--- src/rtl/rsd_pkg.sv ---
// Shared constants, register indexes and segment table for the radix seven-segment display.
package rsd_pkg;

  localparam int unsigned DIGITS_DEF     = 7;
  localparam int unsigned VALUE_BITS_DEF = 15;

  localparam int unsigned RADIX_W    = 5;
  localparam int unsigned DWELL_W    = 16;
  localparam int unsigned CFG_DATA_W = 16;
  localparam int unsigned CFG_IDX_W  = 1;
  localparam int unsigned REM_W      = 4;
  localparam int unsigned POS_W      = 3;
  localparam int unsigned SEL_W      = 8;
  localparam int unsigned SEG_W      = 8;
  localparam int unsigned OUT_TDATA_W = 24;

  localparam logic [CFG_IDX_W-1:0] CFG_RADIX = 1'd0;
  localparam logic [CFG_IDX_W-1:0] CFG_DWELL = 1'd1;

  localparam logic [RADIX_W-1:0] RADIX_RESET = 5'd10;
  localparam logic [RADIX_W-1:0] RADIX_MIN   = 5'd2;
  localparam logic [RADIX_W-1:0] RADIX_MAX   = 5'd16;
  localparam logic [DWELL_W-1:0] DWELL_RESET = 16'd1;

  localparam logic [SEL_W-1:0] SEL_TOP = 8'h80;

  localparam logic [SEG_W-1:0] SEG_TABLE [16] = '{
    8'hC0, 8'hF9, 8'hA4, 8'hB0, 8'h99, 8'h92, 8'h82, 8'hF8,
    8'h80, 8'h90, 8'h88, 8'h83, 8'hC6, 8'hA1, 8'h86, 8'h8E
  };

endpackage

--- src/rtl/rsd_div.sv ---
// Bit-serial restoring divider: one quotient bit per cycle, small radix divisor.
module rsd_div #(
  parameter int unsigned VALUE_BITS = rsd_pkg::VALUE_BITS_DEF
) (
  input  logic                          clk_i,
  input  logic                          rst_ni,
  input  logic                          start_i,
  input  logic [VALUE_BITS-1:0]         dividend_i,
  input  logic [rsd_pkg::RADIX_W-1:0]   base_i,
  output logic                          done_o,
  output logic [VALUE_BITS-1:0]         quot_o,
  output logic [rsd_pkg::REM_W-1:0]     rem_o
);
  import rsd_pkg::*;

  localparam int unsigned CNT_W = $clog2(VALUE_BITS);

  logic                  busy_q, busy_d;
  logic                  done_q, done_d;
  logic [CNT_W-1:0]      cnt_q, cnt_d;
  logic [VALUE_BITS-1:0] quot_q, quot_d;
  logic [REM_W-1:0]      rem_q, rem_d;
  logic [REM_W:0]        trial;
  logic [REM_W:0]        diff;
  logic                  fits;

  assign trial = {rem_q, quot_q[VALUE_BITS-1]};
  assign fits  = trial >= base_i;
  assign diff  = trial - base_i;

  always_comb begin
    busy_d = busy_q;
    done_d = 1'b0;
    cnt_d  = cnt_q;
    quot_d = quot_q;
    rem_d  = rem_q;
    if (start_i) begin
      busy_d = 1'b1;
      cnt_d  = '0;
      quot_d = dividend_i;
      rem_d  = '0;
    end else if (busy_q) begin
      quot_d = {quot_q[VALUE_BITS-2:0], fits};
      rem_d  = fits ? diff[REM_W-1:0] : trial[REM_W-1:0];
      cnt_d  = cnt_q + 1'b1;
      if (cnt_q == CNT_W'(VALUE_BITS - 1)) begin
        busy_d = 1'b0;
        done_d = 1'b1;
      end
    end
  end

  always_ff @(posedge clk_i or negedge rst_ni) begin
    if (!rst_ni) begin
      busy_q <= 1'b0;
      done_q <= 1'b0;
      cnt_q  <= '0;
    end else begin
      busy_q <= busy_d;
      done_q <= done_d;
      cnt_q  <= cnt_d;
    end
  end

  always_ff @(posedge clk_i) begin
    quot_q <= quot_d;
    rem_q  <= rem_d;
  end

  assign done_o = done_q;
  assign quot_o = quot_q;
  assign rem_o  = rem_q;

endmodule

--- src/rtl/radix_seven_segment_display_top.sv ---
// Top level: digit sequencer, configuration registers and output register of the display driver.
//
//  channel  | direction | handshake                    | payload
//  ---------+-----------+------------------------------+-----------------------------------------
//  s_axis   | in        | s_axis_tvalid/tready         | tdata: value
//  m_axis   | out       | m_axis_tvalid/tready         | tdata: position, digit_select, segments;
//           |           |                              | tuser: show; tlast: last
//  cfg      | in        | cfg_we_i                     | cfg_idx_i, cfg_data_i
//
//  Each request gives DIGITS results. For a shown digit the bit-serial divider works through
//  the value, its done flag is registered, and then the output register loads.
//  Hold slots after the quotient reaches zero cost one cycle each. The next request is taken in
//  the cycle after the last result loads; while m_axis holds a result back, the sequencer waits.
//  Reset is asynchronous; radix returns to 10 and the sequencer to idle.
module radix_seven_segment_display_top #(
  parameter int unsigned DIGITS     = rsd_pkg::DIGITS_DEF,
  parameter int unsigned VALUE_BITS = rsd_pkg::VALUE_BITS_DEF
) (
  input  logic                                clk_i,
  input  logic                                rst_ni,
  input  logic                                s_axis_tvalid,
  output logic                                s_axis_tready,
  input  logic [((VALUE_BITS+7)/8)*8-1:0]     s_axis_tdata,   // [VALUE_BITS-1:0] value
  output logic                                m_axis_tvalid,
  input  logic                                m_axis_tready,
  output logic [rsd_pkg::OUT_TDATA_W-1:0]     m_axis_tdata,   // [2:0] position,
                                                              // [10:3] digit_select,
                                                              // [18:11] segments
  output logic                                m_axis_tuser,   // [0] show
  output logic                                m_axis_tlast,
  input  logic                                cfg_we_i,
  input  logic [rsd_pkg::CFG_IDX_W-1:0]       cfg_idx_i,
  input  logic [rsd_pkg::CFG_DATA_W-1:0]      cfg_data_i
);
  import rsd_pkg::*;

  localparam logic [1:0] ST_IDLE = 2'd0;
  localparam logic [1:0] ST_DIV  = 2'd1;
  localparam logic [1:0] ST_EMIT = 2'd2;
  localparam logic [1:0] ST_HOLD = 2'd3;

  logic [1:0]            state_q, state_d;
  logic [RADIX_W-1:0]    radix_q, radix_d;
  logic [DWELL_W-1:0]    dwell_q, dwell_d;
  logic [POS_W-1:0]      slot_q, slot_d;
  logic [VALUE_BITS-1:0] val_q, val_d;

  logic                  m_valid_q, m_valid_d;
  logic [POS_W-1:0]      pos_q, pos_d;
  logic [SEL_W-1:0]      sel_q, sel_d;
  logic [SEG_W-1:0]      seg_q, seg_d;
  logic                  show_q, show_d;
  logic                  last_q, last_d;

  logic [RADIX_W-1:0]    base;
  logic                  div_start;
  logic                  div_done;
  logic [VALUE_BITS-1:0] div_quot;
  logic [REM_W-1:0]      div_rem;
  logic                  out_free;
  logic                  slot_last;
  logic                  in_take;

  rsd_div #(
    .VALUE_BITS(VALUE_BITS)
  ) u_div (
    .clk_i      (clk_i),
    .rst_ni     (rst_ni),
    .start_i    (div_start),
    .dividend_i (val_d),
    .base_i     (base),
    .done_o     (div_done),
    .quot_o     (div_quot),
    .rem_o      (div_rem)
  );

  assign base = (radix_q < RADIX_MIN) ? RADIX_MIN :
                (radix_q > RADIX_MAX) ? RADIX_MAX : radix_q;

  assign out_free  = !m_valid_q || m_axis_tready;
  assign slot_last = slot_q == POS_W'(DIGITS - 1);
  assign in_take   = s_axis_tvalid && (state_q == ST_IDLE);

  always_comb begin
    radix_d = radix_q;
    dwell_d = dwell_q;
    if (cfg_we_i) begin
      case (cfg_idx_i)
        CFG_RADIX: radix_d = cfg_data_i[RADIX_W-1:0];
        CFG_DWELL: dwell_d = cfg_data_i[DWELL_W-1:0];
        default:   ;
      endcase
    end
  end

  always_comb begin
    state_d   = state_q;
    slot_d    = slot_q;
    val_d     = val_q;
    div_start = 1'b0;
    m_valid_d = m_valid_q && !m_axis_tready;
    pos_d     = pos_q;
    sel_d     = sel_q;
    seg_d     = seg_q;
    show_d    = show_q;
    last_d    = last_q;
    case (state_q)
      ST_IDLE: begin
        if (in_take) begin
          val_d     = s_axis_tdata[VALUE_BITS-1:0];
          slot_d    = '0;
          div_start = 1'b1;
          state_d   = ST_DIV;
        end
      end
      ST_DIV: begin
        if (div_done) begin
          state_d = ST_EMIT;
        end
      end
      ST_EMIT: begin
        if (out_free) begin
          m_valid_d = 1'b1;
          pos_d     = slot_q;
          sel_d     = SEL_TOP >> slot_q;
          seg_d     = SEG_TABLE[div_rem];
          show_d    = 1'b1;
          last_d    = slot_last;
          slot_d    = slot_q + 1'b1;
          val_d     = div_quot;
          if (slot_last) begin
            state_d = ST_IDLE;
          end else if (div_quot == '0) begin
            state_d = ST_HOLD;
          end else begin
            div_start = 1'b1;
            state_d   = ST_DIV;
          end
        end
      end
      ST_HOLD: begin
        if (out_free) begin
          m_valid_d = 1'b1;
          pos_d     = slot_q;
          sel_d     = '0;
          seg_d     = '0;
          show_d    = 1'b0;
          last_d    = slot_last;
          slot_d    = slot_q + 1'b1;
          if (slot_last) begin
            state_d = ST_IDLE;
          end
        end
      end
      default: state_d = ST_IDLE;
    endcase
  end

  always_ff @(posedge clk_i or negedge rst_ni) begin
    if (!rst_ni) begin
      state_q   <= ST_IDLE;
      radix_q   <= RADIX_RESET;
      dwell_q   <= DWELL_RESET;
      slot_q    <= '0;
      m_valid_q <= 1'b0;
    end else begin
      state_q   <= state_d;
      radix_q   <= radix_d;
      dwell_q   <= dwell_d;
      slot_q    <= slot_d;
      m_valid_q <= m_valid_d;
    end
  end

  always_ff @(posedge clk_i) begin
    val_q  <= val_d;
    pos_q  <= pos_d;
    sel_q  <= sel_d;
    seg_q  <= seg_d;
    show_q <= show_d;
    last_q <= last_d;
  end

  assign s_axis_tready = state_q == ST_IDLE;
  assign m_axis_tvalid = m_valid_q;
  assign m_axis_tdata  = {(OUT_TDATA_W - POS_W - SEL_W - SEG_W)'(0), seg_q, sel_q, pos_q};
  assign m_axis_tuser  = show_q;
  assign m_axis_tlast  = last_q;

endmodule

--- config.mk ---
export PLATFORM = sky130hd
export DESIGN_NAME = radix_seven_segment_display_top
export DESIGN_NICKNAME = d
export VERILOG_FILES = /design/src/rtl/rsd_pkg.sv /design/src/rtl/rsd_div.sv /design/src/rtl/radix_seven_segment_display_top.sv
export SDC_FILE = /design/constraint.sdc
export NUM_CORES = 1
export LEC_CHECK = 0
export BUFFER_PORTS_ARGS = -buffer_cell sky130_fd_sc_hd__clkbuf_2
export CAP_MARGIN = 20
export CELL_PAD_IN_SITES_DETAIL_PLACEMENT = 0
export CELL_PAD_IN_SITES_GLOBAL_PLACEMENT = 2
export CORE_MARGIN = 2
export CORE_UTILIZATION = 40
export DETAILED_ROUTE_END_ITERATION = 8
export HOLD_SLACK_MARGIN = 0.08
export MAX_ROUTING_LAYER = met4
export PLACE_DENSITY_LB_ADDON = 0.1
export RECOVER_POWER = 25
export SLEW_MARGIN = 10
export SYNTH_ARGS = -nofsm -noshare
export SYNTH_HDL_FRONTEND = slang
export SYNTH_HIERARCHICAL = 1
export SYNTH_SLANG_ARGS = --single-unit
export TNS_END_PERCENT = 30
--- constraint.sdc ---
create_clock -name clk_i -period 7.8 [get_ports clk_i]
set_clock_uncertainty 0.15 [all_clocks]
set_input_delay 0.39 -clock clk_i [delete_from_list [all_inputs] [get_ports clk_i]]
set_output_delay 0.39 -clock clk_i [all_outputs]
set_load 0.005 [all_outputs]
* Yosys cells after proc, flatten, opt, wreduce, memory -nomap -nowiden
Memories as Yosys holds them, arrays and structs flattened.
Cells that the tools add are included.
** Word-level totals
- Bits in registers :: 72
- Memory bits (read-only) :: 128
- Input bits :: 38
- Output and inout bits :: 28
- Word-level logic and storage cells :: 97
- Memories kept :: 1
** Cells by class
- Add/subtract/negate cells :: 3
- $lt $le $gt $ge :: 4
- Equality and inequality tests :: 11
- Shift operators :: 1
- Multiplexer cells :: 44
- Bitwise operators :: 2
- Reduce and logical (&&, ||, !) cells :: 16
** Memories
- (no name shown) :: words 16, bits a word 8, rd ports 1, clocked after Yosys merged registers in 0, wr ports 0, line radix_seven_segment_display_top.sv:126 : seg_d = SEG_TABLE[div_rem];
** Operator list (number)
- 15-bit two-way mux :: 4
- 8-bit two-way mux :: 5
- 8-bit one-hot mux with 2 select lines :: 2
- 15-bit one-hot mux with 2 select lines :: 1
- 15-bit logical NOT :: 1
- 1-bit two-way mux :: 14
- 2-bit two-way mux :: 7
- 4-bit two-way mux :: 3
- 5-bit two-way mux :: 2
- 2-bit one-hot mux with 4 select lines :: 1
- 8-bit by 3-bit right shift with 8-bit output, first input constant :: 1
- 3-bit two-way mux :: 2
- 2-bit by 1-bit != test with 1-bit output, second input constant :: 3
- 2-bit != test, second input constant :: 3
- 3-bit one-hot mux with 2 select lines :: 1
- 3-bit AND reduction :: 2
- 2-bit nonzero test :: 3
- 5-bit greater-or-equal comparator :: 1
- 5-bit greater-or-equal comparator, second input constant :: 1
- 5-bit > comparator, second input constant :: 1
- 5-bit by 2-bit less-than comparator with 1-bit output, second input constant :: 1
- 4-bit NOT with 5-bit output :: 1
- 5-bit AND reduction :: 1
- 4-bit by 1-bit adder with 4-bit output, second input constant :: 1
- 14 further kinds :: 19

* Longest topological paths before layout
- Depth in word-level cells :: 6
- Depth in mapped cells :: 10
- Gate-level depth less buffers :: 10

* Hierarchy
Netlist, hierarchy kept.
** By module, submodules not included
- radix_seven_segment_display_top :: times used 1, cells each 193, area an instance 2307.2 µm², sequential area each 1208.7 µm²
- rsd_div :: times used 1, cells each 98, area an instance 1282.5 µm², sequential area each 680.7 µm²

* Least setup slack after synthesis
Ideal clock, no wire load.
- Path type :: flip-flop to flip-flop
- Start :: reg state_q[1]
- End :: reg u_div.quot_q[0] (netlist: u_div/quot_o[0]) (enable)
- Setup time :: 0.331 ns
- Arrival :: 2.077 ns
- Data required time :: 7.319 ns
- Slack :: 5.243 ns
- Cell stages (with the launch flop) :: 9
- Buffers on the path :: 4
- Clock period less this slack :: 2.557 ns
- Cells stage by stage :: dfrtp_1 -> buf_6 -> inv_2 -> nor3_2 -> buf_6 -> a31o_2 -> clkbuf_1 -> buf_1 -> or2_2
** Between the ends
- Word-level cells in the longest chain between the ends :: 5
- Elaborated cells on any way between the ends :: 6
- Those cells by class :: eq/ne (1); mux (2); reduce/logical (3)
** RTL lines
- start, declared :: line radix_seven_segment_display_top.sv:42 : logic [1:0] state_q, state_d;
- start signal, assigned :: line radix_seven_segment_display_top.sv:167 : state_q <= state_d;
- 2-bit logical NOT :: line radix_seven_segment_display_top.sv:82, radix_seven_segment_display_top.sv:107
- 1-bit logical AND :: line radix_seven_segment_display_top.sv:82 : assign in_take = s_axis_tvalid && (state_q == ST_IDLE);
- 1-bit two-way mux :: line radix_seven_segment_display_top.sv:109 : if (in_take) begin
- 1-bit one-hot mux with 2 select lines * :: line radix_seven_segment_display_top.sv:107 : case (state_q)
- via div_start :: line radix_seven_segment_display_top.sv:56 : logic div_start;
- 2-bit nonzero test (no line) *
- end signal, assigned :: line rsd_div.sv:66 : quot_q <= quot_d;
- end, declared :: line rsd_div.sv:21 : logic [VALUE_BITS-1:0] quot_q, quot_d;
Mark *: on every way through the listed nets, which the timed path passes. The rest lies on a longest branch.
A chain may end at the register's enable or synchronous reset.

* Worst setup path in the final report
- Start :: reg state_q[1]
- End :: reg u_div.quot_q[13] (netlist: u_div/quot_o[13]) (enable)
Same word-level chain as after synthesis.

==> impl_metrics.py <==
metrics = {
    "worst_hold_path": {
        "hold_class": "primary input to flop",
        "holdPathStages": 2,
        "hold_end": "radix_q[3]",
        "hold_start": "cfg_data_i[3]",
    },
    "synthesis": {
        "yosysWarnings": 6,
        "yosys.area.top_type": "edfxtp_1",
        "yosys-top-cells-area": "edfxtp_1 (30%), dfxtp_1 (11%), dfrtp_1 (10%)",
        "ys_ff_latch": 72,
        "syn_inst": 291,
        "syn_area_per_cell_um2": 12.34,
        "async_reset_ff_share_pct": 23.61,
        "synthFlopType": "edfxtp_1",
        "synth_top_area_share_pct": 30.12,
        "ys_seq_area_share_pct": 52.63,
        "ys_types": 60,
        "synth_edf_count": 36,
        "netlist_area_um2": 3590,
    },
    "power_and_ir_drop": {
        "power_density_nw_per_um2": 414.3,
        "leakagePower_nw": 1.744,
        "peakVddDrop_mv": 0.1679,
        "finalPower_mw": 1.701,
    },
    "clock_tree": {
        "cts_root_buffer": "clkbuf_8",
        "cts.sinks": 72,
        "cts_buffer_depth": 2,
        "cts.clk_slew.worst_paths_ps": 80,
        "htree_levels": 3,
        "cts_made_buffers": 9,
        "ctsResizeCount": 0,
        "clock_latency_ps": 340,
        "cts_setup_buffers": 0,
        "cts_tree": "yes",
    },
    "place": {
        "dp_hpwl_um": 4478,
        "routabilityCongestion": 0.7522,
        "place_inst": 432,
        "numPortBuffers": 48,
    },
    "sta": {
        "setup_viol": 0,
        "final_hold_viol_count": 0,
        "rsz0062_at_grt": "false",
        "period_needed_ps": 3088,
        "slew-limit-headroom_pct": 33.96,
        "tightest_slew_ps": 990.6,
        "min_period_over_period_pct": 39.58,
        "finalSetupTns_ps": 0,
        "slew_viol_final": 0,
        "fmax_mhz": 323.9,
    },
    "cells_and_area": {
        "fillers": 822,
        "syn2layout_area_growth_pct": 14.36,
        "layout_common_cells": "clkbuf_2 (45), edfxtp_1 (36), mux2_2 (24)",
        "nets": 393,
        "mostFrequentLayoutCell": "clkbuf_2",
        "layout-drive-gt1-share_pct": 33.63,
        "fin_cells": 450,
        "utilization_pct": 47.07,
        "antennaDiodeCount": 0,
    },
    "drt": {
        "drt_iter0_markers": 72,
        "top_layer_used": "met4",
        "ant_nets": 0,
        "drt-met1-wl_um": 3265,
        "met2WireLength_um": 2968,
        "firstDrtPassIters": 4,
        "drc_errors": 0,
        "wl_per_cell_um": 14.57,
        "vias": 2270,
        "wl_met3_um": 244,
        "drt-vias-per-instance": 5.044,
        "wl_um": 6556,
    },
    "job": {
        "drv_cap": 0,
    },
    "setup_path": {
        "cpMaxStageDelayCell": "a31o_2",
        "cpPeakStageDelay_ps": 630,
        "path_buf_inv": 2,
        "endpoint_kind": "flop",
        "arrival_ps": 2950,
        "reg2regPathDepth": 5,
        "crit_family": "simple AND/OR/NAND/NOR gates",
        "crit_type": "flop to flop",
        "regToRegEndpoint": "u_div/quot_o[13]",
        "start_kind": "flop",
        "r2r_start": "state_q[1]",
        "cp_max_fo": 28,
        "cp.required_ps": 7660,
        "worstPathCellList": "inv_1 -> nor3_2 -> buf_6 -> a31o_2 -> or2_2",
        "ff2ff_setup_slack_ps": 4710,
    },
    "global_routing": {
        "antenna_found_initial": 0,
        "grt_pass1_wl_um": 10960,
        "grt-ovfl-total": 0,
        "grt_pass1_vias": 2166,
        "grt_max_degree": 29,
        "grt_util_all_layers_pct": 14.83,
    },
    "die": {
        "die_w_um": 98.73,
        "coreArea_um2": 8721,
        "row_count": 34,
        "dieArea_um2": 9748,
        "die_h_um": 98.73,
        "start_util_pct": 41.16,
        "io-pin-count": 66,
    },
    "run_status": {
        "status": "completed",
    },
}
cell families (layout without fill, tap and decap cells):
logic type | Yosys count | in the layout | share of synthesized area [%]
AOI/OAI and AO/OA | 45 | 45 | 10.98
xor gates and xnor gates | 5 | 5 | 1.220
adders and majority gates | 18 | 18 | 6.483
buffers and inverters | 37 | 84 | 5.646
DFF | 72 | 72 | 52.63
muxes | 31 | 31 | 9.620
other | 1 | 5 | 0.1045
and+or+nand+nor | 82 | 82 | 13.31
layer usage:
layer  global-route usage, %  vias to the layer above
li1                        -                     1137
met1                   19.49                     1077
met2                   21.93                       47
met3                   3.688                        9
met4                   6.322                        0
met5                       -                        -
Yosys cell counts, types with 6 or more instances:
| master | n |
|---|---|
| and2_1 | 9 |
| a21oi_1 | 6 |
| a221o_1 | 9 |
| dfxtp_1 | 19 |
| inv_1 | 16 |
| and2_2 | 9 |
| dfrtp_1 | 15 |
| nor2_1 | 21 |
| ha_1 | 17 |
| mux2i_1 | 6 |
| nor2b_1 | 8 |
| mux2_2 | 24 |
| buf_4 | 6 |
| edfxtp_1 | 36 |
| nand2_1 | 8 |
flip-flops by register name, summed over array words and instances, names as in the netlist:
name / flops
u_div/quot_o: 15
val_q: 15
seg_q: 8
sel_q: 8
radix_q: 5
u_div/cnt_q: 4
u_div/rem_o: 4
pos_q: 3
slot_q: 3
state_q: 2
m_axis_tlast: 1
m_axis_tuser: 1
m_axis_tvalid: 1
u_div/busy_q: 1
u_div/done_o: 1
where the power goes:
part,switching [mW],internal (mW)
registers,0.139,0.609
logic,0.295,0.312
clock network,0.146,0.200
worst max path at each step:
stage / from / depth (start not counted) / slack [ps] / endpoint
global route: state_q[1] / 5 / 4510 / u_div/quot_o[12]
floorplan: state_q[1] / 8 / 5240 / u_div/quot_o[0]
global placement: state_q[1] / 4 / 4310 / u_div/quot_o[9]
CTS: state_q[1] / 4 / 4360 / u_div/quot_o[13]
detailed placement: state_q[1] / 4 / 4360 / u_div/quot_o[9]
finish: state_q[1] / 5 / 4710 / u_div/quot_o[13]
timing repair:
item                                   CTS  global route
setup endpoints to repair                0             0
hold buffers                             1             0
endpoints found under the hold margin   15             0
final cells by class:
class | count | area (µm²) | area share (%)
flip-flops and latches | 72 | 1889 | 46.02
multi-input cells | 186 | 1513 | 36.85
repair buffers | 51 | 265.3 | 6.461
clock buffers | 10 | 148.9 | 3.627
well taps | 108 | 135.1 | 3.292
clock inverters | 6 | 90.09 | 2.194
inverters | 17 | 63.81 | 1.554
worst reg2reg max path, delay by kind of cell (launching register included):
kind	cells	cell delay, ps
AND/OR/NAND/NOR	2	920
AO/OA/AOI/OAI	1	630
flip-flops	1	580
buffers and inverters	2	460
through the flow:
stage / cell area, µm² / hold slack, ps / setup WS, ps
after global routing: 4105 / 109.4 / 4509
after global placement: 3849 / 212.6 / 4306
after CTS: 4098 / 106.1 / 4360
final: 4105 / 123.1 / 4712
after floorplan: 3605 / -55.59 / 5243
after detailed placement: 3849 / 214.8 / 4361
Power figures use the tool's default switching activity.
